### config.mk
export PLATFORM = sky130hd
export DESIGN_NAME = vif_unpack_vertex_extractor_unit
export DESIGN_NICKNAME = d
export VERILOG_FILES = /design/src/sv/vifx_pkg.sv /design/src/sv/vifx_parser.sv /design/src/sv/vifx_rsp_fifo.sv /design/src/sv/vif_unpack_vertex_extractor_unit.sv
export VERILOG_INCLUDE_DIRS = /design/src /design/src/sv
export SDC_FILE = /design/constraint.sdc
export NUM_CORES = 2
export LEC_CHECK = 0
export ABC_AREA = 1
export BUFFER_PORTS_ARGS = -buffer_cell sky130_fd_sc_hd__buf_2
export CELL_PAD_IN_SITES_DETAIL_PLACEMENT = 1
export CELL_PAD_IN_SITES_GLOBAL_PLACEMENT = 2
export CORE_UTILIZATION = 42
export DETAILED_ROUTE_END_ITERATION = 16
export PLACE_DENSITY = 0.87
export SYNTH_ARGS = -nofsm -noshare
export SYNTH_HDL_FRONTEND = slang
export SYNTH_HIERARCHICAL = 1
export SYNTH_SLANG_ARGS = --single-unit
### constraint.sdc
create_clock -name clock -period 37.4 [get_ports clock]
set_clock_uncertainty 0.15 [all_clocks]
set_input_delay 5.61 -clock clock [delete_from_list [all_inputs] [get_ports clock]]
set_output_delay 5.61 -clock clock [all_outputs]
set_load 0.005 [all_outputs]
### src/sv/assert_macros.svh
// -----------------------------------------------------------------------------
// Assertion macros
// Shared concurrent assertion forms, clocked on clock and disabled in reset.
// -----------------------------------------------------------------------------
`ifndef ASSERT_MACROS_SVH
`define ASSERT_MACROS_SVH

// Property must hold at every clock edge outside reset.
`define VIFX_ASSERT(lbl, prop, msg) \
   lbl: assert property (@(posedge clock) disable iff (reset) (prop)) else $error(msg);

// Condition must never be seen at a clock edge outside reset.
`define VIFX_NEVER(lbl, cond, msg) \
   lbl: assert property (@(posedge clock) disable iff (reset) !(cond)) else $error(msg);

`endif

### src/sv/vifx_pkg.sv
// -----------------------------------------------------------------------------
// vifx_pkg
// Shared types and codes of the unpack vertex extractor.
// -----------------------------------------------------------------------------
package vifx_pkg;

   localparam int OFFSET_BITS_DEF = 20;

   // Configuration port
   localparam int CSR_IDX_W        = 2;
   localparam int CSR_DATA_W       = 21;
   localparam int SIZE_W           = 21;
   localparam int VTX_W            = 16;
   localparam logic [CSR_IDX_W-1:0] CSR_SECTOR_SIZE  = 2'd0;
   localparam logic [CSR_IDX_W-1:0] CSR_MAX_VERTICES = 2'd1;
   localparam logic [SIZE_W-1:0]    SECTOR_SIZE_RST  = 21'd1;
   localparam logic [VTX_W-1:0]     MAX_VERTICES_RST = 16'hFFFF;

   // Record kinds
   localparam logic [1:0] KIND_POS = 2'd0;
   localparam logic [1:0] KIND_UV  = 2'd1;
   localparam logic [1:0] KIND_END = 2'd2;

   // Command decode
   localparam logic [7:0] CMD_STCYCL  = 8'h01;
   localparam logic [7:0] UNPACK_MASK = 8'h60;
   localparam logic [1:0] VN_V2       = 2'd1;
   localparam logic [1:0] VN_V4       = 2'd3;
   localparam logic [1:0] VL_32       = 2'd0;
   localparam logic [1:0] VL_16       = 2'd1;
   localparam logic [1:0] VL_8        = 2'd2;
   localparam logic [1:0] VL_5        = 2'd3;

   // Result queue
   localparam int RSP_DEPTH = 4;
   localparam int RSP_PTR_W = $clog2(RSP_DEPTH);
   localparam int RSP_CNT_W = RSP_PTR_W + 1;

   typedef struct packed {
      logic [1:0]         record_kind;
      logic [15:0]        record_index;
      logic signed [15:0] pos_x;
      logic signed [15:0] pos_y;
      logic signed [15:0] pos_z;
      logic [15:0]        vertex_flag;
      logic signed [15:0] tex_u;
      logic signed [15:0] tex_v;
      logic [15:0]        total_vertices;
      logic               last;
   } record_type;

   // Results of one item: count is 0, 1 or 2, first always filled first.
   typedef struct packed {
      logic [1:0] count;
      record_type first;
      record_type second;
   } slots_type;

endpackage

### src/sv/vifx_parser.sv
// -----------------------------------------------------------------------------
// vifx_parser
// Per-byte header search, payload walk and record assembly of one sector.
// -----------------------------------------------------------------------------
`include "assert_macros.svh"

module vifx_parser #(
   parameter int OFFSET_BITS = vifx_pkg::OFFSET_BITS_DEF
) (
   input  logic                          clock,
   input  logic                          reset,
   input  logic                          go,
   input  logic [7:0]                    byte_value,
   input  logic [vifx_pkg::SIZE_W-1:0]   sector_size,
   input  logic [vifx_pkg::VTX_W-1:0]    max_vertices,
   output vifx_pkg::slots_type           slots
);

   localparam logic [1:0] MODE_SEARCH = 2'd0;
   localparam logic [1:0] MODE_SKIP   = 2'd1;
   localparam logic [1:0] MODE_POS    = 2'd2;
   localparam logic [1:0] MODE_UV     = 2'd3;

   localparam int CW = ((OFFSET_BITS + 1) > vifx_pkg::SIZE_W ?
                        (OFFSET_BITS + 1) : vifx_pkg::SIZE_W) + 1;

   logic [OFFSET_BITS-1:0] byte_offset_ff, byte_offset_in;
   logic [23:0]            window_ff, window_in;
   logic [2:0]             fill_ff, fill_in;
   logic [1:0]             mode_ff, mode_in;
   logic [11:0]            payload_ff, payload_in;
   logic [7:0]             elem_ff, elem_in;
   logic [2:0]             rbp_ff, rbp_in;
   logic [55:0]            asm_ff, asm_in;
   logic [15:0]            pos_cnt_ff, pos_cnt_in;
   logic [15:0]            uv_cnt_ff, uv_cnt_in;

   logic [CW-1:0] size_raw, size_lim, size_eff, offset_inc;
   logic          is_last, live;
   logic [7:0]    num;
   logic [1:0]    vt, dt;
   logic [2:0]    vt_inc;
   logic [4:0]    row_elem;
   logic [11:0]   prod, prod_up, unpack_bytes;
   logic          is_stcycl, is_unpack, is_v4_16, is_v2_16;
   logic [11:0]   payload_dec;
   logic [7:0]    elem_dec;
   logic [2:0]    need;

   vifx_pkg::record_type rec, end_rec;
   logic                 rec_valid;

   // Effective sector size, clamped to 1 .. 2^OFFSET_BITS
   assign size_raw   = CW'(sector_size);
   assign size_lim   = CW'(1) << OFFSET_BITS;
   assign offset_inc = CW'(byte_offset_ff) + CW'(1);

   always_comb begin
      priority if (size_raw == '0) begin
         size_eff = CW'(1);
      end else if (size_raw > size_lim) begin
         size_eff = size_lim;
      end else begin
         size_eff = size_raw;
      end
   end

   assign is_last = offset_inc >= size_eff;
   assign live    = !is_last;

   // Header decode: command is this byte, count is the byte before it
   assign num       = window_ff[7:0];
   assign vt        = byte_value[3:2];
   assign dt        = byte_value[1:0];
   assign vt_inc    = 3'(vt) + 3'd1;
   assign is_stcycl = byte_value == vifx_pkg::CMD_STCYCL;
   assign is_unpack = (byte_value & vifx_pkg::UNPACK_MASK) == vifx_pkg::UNPACK_MASK;
   assign is_v4_16  = (vt == vifx_pkg::VN_V4) && (dt == vifx_pkg::VL_16);
   assign is_v2_16  = (vt == vifx_pkg::VN_V2) && (dt == vifx_pkg::VL_16);

   always_comb begin
      unique case (dt)
         vifx_pkg::VL_32: row_elem = 5'(vt_inc) << 2;
         vifx_pkg::VL_16: row_elem = 5'(vt_inc) << 1;
         vifx_pkg::VL_8:  row_elem = 5'(vt_inc);
         vifx_pkg::VL_5:  row_elem = 5'd2;
         default:         row_elem = 5'd0;
      endcase
   end

   assign prod         = 12'(num) * 12'(row_elem);
   assign prod_up      = prod + 12'd3;
   assign unpack_bytes = {prod_up[11:2], 2'b00};

   assign payload_dec = (payload_ff == '0) ? 12'd0 : payload_ff - 12'd1;
   assign elem_dec    = (elem_ff == '0) ? 8'd0 : elem_ff - 8'd1;
   assign need        = (mode_ff == MODE_POS) ? 3'd7 : 3'd3;

   always_comb begin
      byte_offset_in = byte_offset_ff;
      window_in      = window_ff;
      fill_in        = fill_ff;
      mode_in        = mode_ff;
      payload_in     = payload_ff;
      elem_in        = elem_ff;
      rbp_in         = rbp_ff;
      asm_in         = asm_ff;
      pos_cnt_in     = pos_cnt_ff;
      uv_cnt_in      = uv_cnt_ff;
      rec_valid      = 1'b0;
      rec            = '0;
      end_rec        = '0;

      unique case (mode_ff)
         MODE_SEARCH: begin
            if (fill_ff < 3'd3) begin
               window_in = {window_ff[15:0], byte_value};
               fill_in   = fill_ff + 3'd1;
            end else if (live && is_stcycl) begin
               window_in = '0;
               fill_in   = '0;
            end else if (live && is_unpack) begin
               window_in  = '0;
               fill_in    = '0;
               payload_in = '0;
               elem_in    = '0;
               rbp_in     = '0;
               asm_in     = '0;
               if (is_v4_16 && num != '0) begin
                  mode_in = MODE_POS;
                  elem_in = num;
               end else if (is_v2_16 && num != '0) begin
                  mode_in = MODE_UV;
                  elem_in = num;
               end else if (unpack_bytes != '0) begin
                  mode_in    = MODE_SKIP;
                  payload_in = unpack_bytes;
               end
            end else begin
               window_in = {window_ff[15:0], byte_value};
            end
         end
         MODE_SKIP: begin
            payload_in = payload_dec;
            if (payload_dec == '0) begin
               mode_in   = MODE_SEARCH;
               window_in = '0;
               fill_in   = '0;
               elem_in   = '0;
               rbp_in    = '0;
               asm_in    = '0;
            end
         end
         MODE_POS, MODE_UV: begin
            if (rbp_ff < need) begin
               asm_in = asm_ff | (56'(byte_value) << {rbp_ff, 3'b000});
               rbp_in = rbp_ff + 3'd1;
            end else begin
               if (mode_ff == MODE_POS) begin
                  if (pos_cnt_ff < max_vertices) begin
                     rec_valid        = 1'b1;
                     rec.record_kind  = vifx_pkg::KIND_POS;
                     rec.record_index = pos_cnt_ff;
                     rec.pos_x        = asm_ff[15:0];
                     rec.pos_y        = asm_ff[31:16];
                     rec.pos_z        = asm_ff[47:32];
                     rec.vertex_flag  = {byte_value, asm_ff[55:48]};
                     pos_cnt_in       = pos_cnt_ff + 16'd1;
                  end
               end else begin
                  if (uv_cnt_ff < max_vertices) begin
                     rec_valid        = 1'b1;
                     rec.record_kind  = vifx_pkg::KIND_UV;
                     rec.record_index = uv_cnt_ff;
                     rec.tex_u        = asm_ff[15:0];
                     rec.tex_v        = {byte_value, asm_ff[23:16]};
                     uv_cnt_in        = uv_cnt_ff + 16'd1;
                  end
               end
               asm_in  = '0;
               rbp_in  = '0;
               elem_in = elem_dec;
               if (elem_dec == '0) begin
                  mode_in    = MODE_SEARCH;
                  window_in  = '0;
                  fill_in    = '0;
                  payload_in = '0;
               end
            end
         end
         default: begin
            mode_in = MODE_SEARCH;
         end
      endcase

      if (is_last) begin
         end_rec.record_kind    = vifx_pkg::KIND_END;
         end_rec.total_vertices = pos_cnt_in;
         end_rec.last           = 1'b1;
         // drop all per-sector state for the next sector
         byte_offset_in = '0;
         window_in      = '0;
         fill_in        = '0;
         mode_in        = MODE_SEARCH;
         payload_in     = '0;
         elem_in        = '0;
         rbp_in         = '0;
         asm_in         = '0;
         pos_cnt_in     = '0;
         uv_cnt_in      = '0;
      end else begin
         byte_offset_in = byte_offset_ff + OFFSET_BITS'(1);
      end
   end

   always_comb begin
      slots        = '0;
      slots.second = end_rec;
      priority if (rec_valid && is_last) begin
         slots.count  = 2'd2;
         slots.first  = rec;
      end else if (rec_valid) begin
         slots.count  = 2'd1;
         slots.first  = rec;
      end else if (is_last) begin
         slots.count  = 2'd1;
         slots.first  = end_rec;
      end else begin
         slots.count  = 2'd0;
      end
   end

   always_ff @(posedge clock) begin
      if (reset) begin
         byte_offset_ff <= '0;
         window_ff      <= '0;
         fill_ff        <= '0;
         mode_ff        <= MODE_SEARCH;
         payload_ff     <= '0;
         elem_ff        <= '0;
         rbp_ff         <= '0;
         asm_ff         <= '0;
         pos_cnt_ff     <= '0;
         uv_cnt_ff      <= '0;
      end else if (go) begin
         byte_offset_ff <= byte_offset_in;
         window_ff      <= window_in;
         fill_ff        <= fill_in;
         mode_ff        <= mode_in;
         payload_ff     <= payload_in;
         elem_ff        <= elem_in;
         rbp_ff         <= rbp_in;
         asm_ff         <= asm_in;
         pos_cnt_ff     <= pos_cnt_in;
         uv_cnt_ff      <= uv_cnt_in;
      end
   end

   `VIFX_ASSERT(a_end_clears, go && is_last |=> byte_offset_ff == '0 && pos_cnt_ff == '0, "sector state not cleared after end record")
   `VIFX_NEVER(a_fill_in_payload, mode_ff != MODE_SEARCH && fill_ff != '0, "header window filled outside search")

endmodule

### src/sv/vifx_rsp_fifo.sv
// -----------------------------------------------------------------------------
// vifx_rsp_fifo
// Result queue: takes up to two records per cycle, hands out one per cycle while rsp_stall is low.
// -----------------------------------------------------------------------------
`include "assert_macros.svh"

module vifx_rsp_fifo (
   input  logic                 clock,
   input  logic                 reset,
   input  vifx_pkg::slots_type  push,
   output logic                 room,
   output logic                 rsp_valid,
   input  logic                 rsp_stall,
   output vifx_pkg::record_type head
);

   vifx_pkg::record_type entry_ff [vifx_pkg::RSP_DEPTH];

   logic [vifx_pkg::RSP_PTR_W-1:0] wr_ptr_ff, wr_ptr_in;
   logic [vifx_pkg::RSP_PTR_W-1:0] rd_ptr_ff, rd_ptr_in;
   logic [vifx_pkg::RSP_PTR_W-1:0] wr_ptr_nxt;
   logic [vifx_pkg::RSP_CNT_W-1:0] count_ff, count_in;
   logic                           pop;

   assign rsp_valid  = count_ff != '0;
   assign pop        = rsp_valid && !rsp_stall;
   assign head       = entry_ff[rd_ptr_ff];
   // leave space for the two records one item may bring
   assign room       = count_ff <= vifx_pkg::RSP_CNT_W'(vifx_pkg::RSP_DEPTH - 2);
   assign wr_ptr_nxt = wr_ptr_ff + vifx_pkg::RSP_PTR_W'(1);
   assign wr_ptr_in  = wr_ptr_ff + vifx_pkg::RSP_PTR_W'(push.count);
   assign rd_ptr_in  = rd_ptr_ff + vifx_pkg::RSP_PTR_W'(pop);
   assign count_in   = count_ff + vifx_pkg::RSP_CNT_W'(push.count)
                       - vifx_pkg::RSP_CNT_W'(pop);

   always_ff @(posedge clock) begin
      if (push.count != 2'd0) begin
         entry_ff[wr_ptr_ff] <= push.first;
      end
      if (push.count == 2'd2) begin
         entry_ff[wr_ptr_nxt] <= push.second;
      end
   end

   always_ff @(posedge clock) begin
      if (reset) begin
         wr_ptr_ff <= '0;
         rd_ptr_ff <= '0;
         count_ff  <= '0;
      end else begin
         wr_ptr_ff <= wr_ptr_in;
         rd_ptr_ff <= rd_ptr_in;
         count_ff  <= count_in;
      end
   end

   `VIFX_NEVER(a_cnt_range, count_ff > vifx_pkg::RSP_CNT_W'(vifx_pkg::RSP_DEPTH), "result queue count out of range")
   `VIFX_NEVER(a_push_full, push.count != 2'd0 && !room, "records pushed without room")

endmodule

### src/sv/vif_unpack_vertex_extractor_unit.sv
// -----------------------------------------------------------------------------
// vif_unpack_vertex_extractor_unit
// Scans a sector byte stream for unpack headers and emits vertex and end-of-sector records.
// -----------------------------------------------------------------------------
//  channel | ports          | payload                          | dir
//  --------+----------------+----------------------------------+-----
//  req     | valid / stall  | byte_value                       | in
//  rsp     | valid / stall  | record kind, index, fields, last | out
//  csr     | wr_en          | index, wdata                     | in
//
//  One byte per cycle sustained while the result queue has room. A byte enters
//  the input register, then one pass of header decode and record assembly
//  writes up to two records into a four-entry result queue, whose registered
//  count drives rsp_valid. req_stall rises while a byte waits in the input
//  register and the queue has fewer than two free entries; rsp_stall only
//  holds the queue head. Synchronous reset; no clearing pass is needed.
// -----------------------------------------------------------------------------
`include "assert_macros.svh"

module vif_unpack_vertex_extractor_unit #(
   parameter int OFFSET_BITS = vifx_pkg::OFFSET_BITS_DEF
) (
   input  logic                              clock,
   input  logic                              reset,

   input  logic                              req_valid,
   output logic                              req_stall,
   input  logic [7:0]                        req_byte_value,

   output logic                              rsp_valid,
   input  logic                              rsp_stall,
   output logic [1:0]                        rsp_record_kind,
   output logic [15:0]                       rsp_record_index,
   output logic signed [15:0]                rsp_pos_x,
   output logic signed [15:0]                rsp_pos_y,
   output logic signed [15:0]                rsp_pos_z,
   output logic [15:0]                       rsp_vertex_flag,
   output logic signed [15:0]                rsp_tex_u,
   output logic signed [15:0]                rsp_tex_v,
   output logic [15:0]                       rsp_total_vertices,
   output logic                              rsp_last,

   input  logic                              csr_wr_en,
   input  logic [vifx_pkg::CSR_IDX_W-1:0]    csr_index,
   input  logic [vifx_pkg::CSR_DATA_W-1:0]   csr_wdata
);

   logic [vifx_pkg::SIZE_W-1:0] sector_size_ff;
   logic [vifx_pkg::VTX_W-1:0]  max_vertices_ff;

   logic       in_valid_ff, in_valid_in;
   logic [7:0] in_byte_ff;
   logic       go, room, accept;

   vifx_pkg::slots_type  slots, push;
   vifx_pkg::record_type head;

   always_ff @(posedge clock) begin
      if (reset) begin
         sector_size_ff  <= vifx_pkg::SECTOR_SIZE_RST;
         max_vertices_ff <= vifx_pkg::MAX_VERTICES_RST;
      end else if (csr_wr_en) begin
         unique case (csr_index)
            vifx_pkg::CSR_SECTOR_SIZE:  sector_size_ff  <= csr_wdata;
            vifx_pkg::CSR_MAX_VERTICES: max_vertices_ff <= csr_wdata[vifx_pkg::VTX_W-1:0];
            default: ;
         endcase
      end
   end

   // Input register: refill as the held item is processed
   assign go          = in_valid_ff && room;
   assign req_stall   = in_valid_ff && !room;
   assign accept      = req_valid && !req_stall;
   assign in_valid_in = accept ? 1'b1 : (go ? 1'b0 : in_valid_ff);

   always_ff @(posedge clock) begin
      if (reset) begin
         in_valid_ff <= 1'b0;
      end else begin
         in_valid_ff <= in_valid_in;
      end
   end

   always_ff @(posedge clock) begin
      if (accept) begin
         in_byte_ff <= req_byte_value;
      end
   end

   vifx_parser #(
      .OFFSET_BITS (OFFSET_BITS)
   ) u_parser (
      .clock        (clock),
      .reset        (reset),
      .go           (go),
      .byte_value   (in_byte_ff),
      .sector_size  (sector_size_ff),
      .max_vertices (max_vertices_ff),
      .slots        (slots)
   );

   always_comb begin
      push = slots;
      if (!go) begin
         push.count = 2'd0;
      end
   end

   vifx_rsp_fifo u_rsp_fifo (
      .clock     (clock),
      .reset     (reset),
      .push      (push),
      .room      (room),
      .rsp_valid (rsp_valid),
      .rsp_stall (rsp_stall),
      .head      (head)
   );

   assign rsp_record_kind    = head.record_kind;
   assign rsp_record_index   = head.record_index;
   assign rsp_pos_x          = head.pos_x;
   assign rsp_pos_y          = head.pos_y;
   assign rsp_pos_z          = head.pos_z;
   assign rsp_vertex_flag    = head.vertex_flag;
   assign rsp_tex_u          = head.tex_u;
   assign rsp_tex_v          = head.tex_v;
   assign rsp_total_vertices = head.total_vertices;
   assign rsp_last           = head.last;

   `VIFX_ASSERT(a_last_is_end, rsp_valid |-> rsp_last == (rsp_record_kind == vifx_pkg::KIND_END), "last flag and end record disagree")

endmodule

==> results.yml <==
yosys:
  ys_types: 56
  syn_avg_cell_area_sq_um: 8.46
  yosysTopAreaCell: "edfxtp_1"
  synthAdderAreaFrac_pct: 3.67
  synth_xor_area_share_pct: 0.842
  synth_top_area_share_pct: 39.4
  synthTopCellsByArea: "edfxtp_1 39%, dfxtp_1 9.3%, nand2_1 9.1%"
  ys_seq_area_share_pct: 48.7
  postSynthCellCount: 4792
  synth_top_family_by_area: "simple AND/OR/NAND/NOR gates"
  synth-simple-area-share_pct: 19.7
  synth_mux_area_share_pct: 0.0247
  syn-cell-area_sq_um: 40600
  synth_compound_area_share_pct: 16.1
  synth_seq_cells: 721
  ys.warnings.count: 6
global_route:
  met3_usage_pct: 3.02
  met2_usage_pct: 44.2
  grt_pass1_vias: 33600
  track_usage_pct: 25.9
  top_usage_layer: "met2"
  antenna_found_initial: 1
  grt_max_degree: 213
  grt_pass1_wl_mm: 198
  overflow: 0
  grtUsageMet1_pct: 34.5
finish:
  final_cell_mix: "971 x nand2_1, 543 x o21ai_0, 538 x nor2_1"
  syn_to_final_growth_pct: 8.19
  drive_gt1_share_pct: 10.4
  fin_nets: 4929
  fillCellCount: 11400
  mostFrequentLayoutCell: "nand2_1"
timing:
  final.setup.worst_slack_ns: 27.88
  setup_viol: 0
  tns_ns: 0
  post-route-min-period_ns: 9.52
  slew_violations: 0
  worst_pin_slew_ns: 1.22
  fmax_ghz: 0.105
  relSlewSlack_pct: 18.2
  rsz0062_at_grt: "no"
  hold_viol_final: 0
  period_share_pct: 25.5
clocking:
  path_clk_slew_ns: 0.06
  postCtsSetupRepairBufs: 0
  clock-root-buffer: "clkbuf_16"
  cts_sinks: 721
  cts-resized-gates: 0
  cts_tree: "done"
  numCtsBuffers: 83
  clockBufferDepth: 3
  holdBufCountCts: 0
  htree_levels: 3
  insertion_delay_ns: 0.67
drt:
  num_vias: 33200
  first_pass_iters: 5
  vias_per_cell: 5.43
  wl_mm: 128
  wire_per_inst_um: 20.9
  drt_iter0_markers: 2429
  ant_nets: 0
  drc_errors: 0
power_and_ir_drop:
  p_per_area_nw_per_um2: 50.0
  p_seq_share_pct: 40.8
  pwr-share-comb_pct: 19.5
  irDropWorstVdd_mv: 0.0367
  switching_power_uw: 677
  p_int_uw: 1520
  sw_frac_of_total_pct: 30.8
  clockPowerShare_pct: 39.7
  power.leakage_uw: 0.0163
setup_path:
  cp.required_ns: 31.64
  critPathCaptureType: "primary output"
  critPathLaunchType: "flip-flop"
  r2r.worst_path.cells: 28
  cp_max_fo: 163
  arrival_ns: 3.76
  critPathKind: "reg2out"
run_status:
  outcome: "complete, no violations"
job:
  cap_viol_max_count: 0
place:
  dpl.hpwl_mm: 82.0
  io_buffer_count: 168
  pre_cts_ws_ns: 28.33
  gp_congestion: 0.855
floorplan:
  ios: 169
  placementRows: 113
  dieArea_sq_um: 97800
  fp.dieH_um: 313
  core_sq_um: 95300
  die_x_um: 313
  start_util_pct: 42.6
hold_path:
  hold-path-cell-count: 2
  hold_path.class: "reg2reg"
sequential cells by signal, indices dropped and copies added (netlist names), 8 cells and up:
signal and cells:
u_rsp_fifo/entry_ff 524, u_parser/asm_ff 56, sector_size_ff 21, u_parser/byte_offset_ff 20, max_vertices_ff 16, u_parser/pos_cnt_ff 16
u_parser/uv_cnt_ff 16, u_parser/payload_ff 12, in_byte_ff 8, u_parser/elem_ff 8, u_parser/window_ff 8
layout make-up:
cell class	count	area [sq um]	share of cell area [%]
Antenna cell	1	2.50	0.00570
Multi-Input combinational cell	3336	16800	38.4
Sequential cell	721	19800	45.1
Clock buffer	113	2330	5.30
Timing Repair Buffer	201	1110	2.54
Tap cell	1265	1580	3.61
Clock inverter	41	569	1.30
Inverter	442	1670	3.81
stage by stage:
step / instances / utilization (%) / hold WS [ns] / total power (uW) / instance area [sq um]
floorplan: 4904 / - / 0.279 / 1190 / 41000
global placement: 5965 / 43.0 / 0.293 / 1330 / 41000
detailed placement: 5965 / 43.0 / 0.298 / 1340 / 41000
CTS: 6119 / 46.0 / 0.311 / 2220 / 43900
global route: 6119 / 46.0 / 0.333 / 2290 / 43900
finish: 6120 / 46.0 / 0.311 / 2200 / 43900
cells in the mapped netlist (all sizes together):
master and count:
inv 438, a21oi 201, o31ai 3, a22oi 16
nand4 55, dfxtp 189, o22ai 140, clkinv 4
ha 90, and3 1, o211ai 1, buf 275
xnor2 8, or2 2, nor4 11, mux2i 1
a211oi 2, conb 1, clkbuf 130, nand2 987
edfxtp 532, o21ai 816, o21bai 3, xor2 31
nand3 202, nor3b 1, a41oi 1, a21o 1
or4 2, nand3b 8, nor2 557, o21a 2
nor3 63, fa 18
kinds of logic after synthesis:
group                      after synthesis
and+or+nand+nor                       1889
AOI/OAI and AO/OA                     1186
buffers and inverters                  847
DFF                                    721
adders and majority gates              108
xor gates and xnor gates                39
other                                    1
muxes                                    1
critical path, stage by stage, from the launching register on:
cell     delay, ns
dfxtp_4       0.57
inv_8         0.65
buf_4         0.99
o21ai_0       0.19
o22ai_1       0.44
buf_2         0.20
per-layer routing:
layer | wire length (um) | vias up
met5 | 8 | -
met4 | 3310 | 2
met3 | 5280 | 173
met2 | 61900 | 722
met1 | 57200 | 16400
li1 | - | 16000
power by group through the flow:
stage                     clock network, uW  logic (uW)  registers [uW]
after floorplan                           0         291             897
after global placement                    0         423             912
after detailed placement                  0         429             912
after CTS                               889         431             896
after global routing                    919         472             898
final                                   873         427             896
worst paths after layout:
check                              from                    endpoint  slack, ns
max             u_rsp_fifo/rd_ptr_ff[0]         rsp_record_index[6]      27.88
min                  max_vertices_ff[9]          max_vertices_ff[9]       0.31
max reg2reg  u_parser/byte_offset_ff[0]  u_rsp_fifo/entry_ff[2][94]      29.12
min reg2reg          max_vertices_ff[9]          max_vertices_ff[9]       0.31
Note: power is estimated with default switching activity, not from simulation.
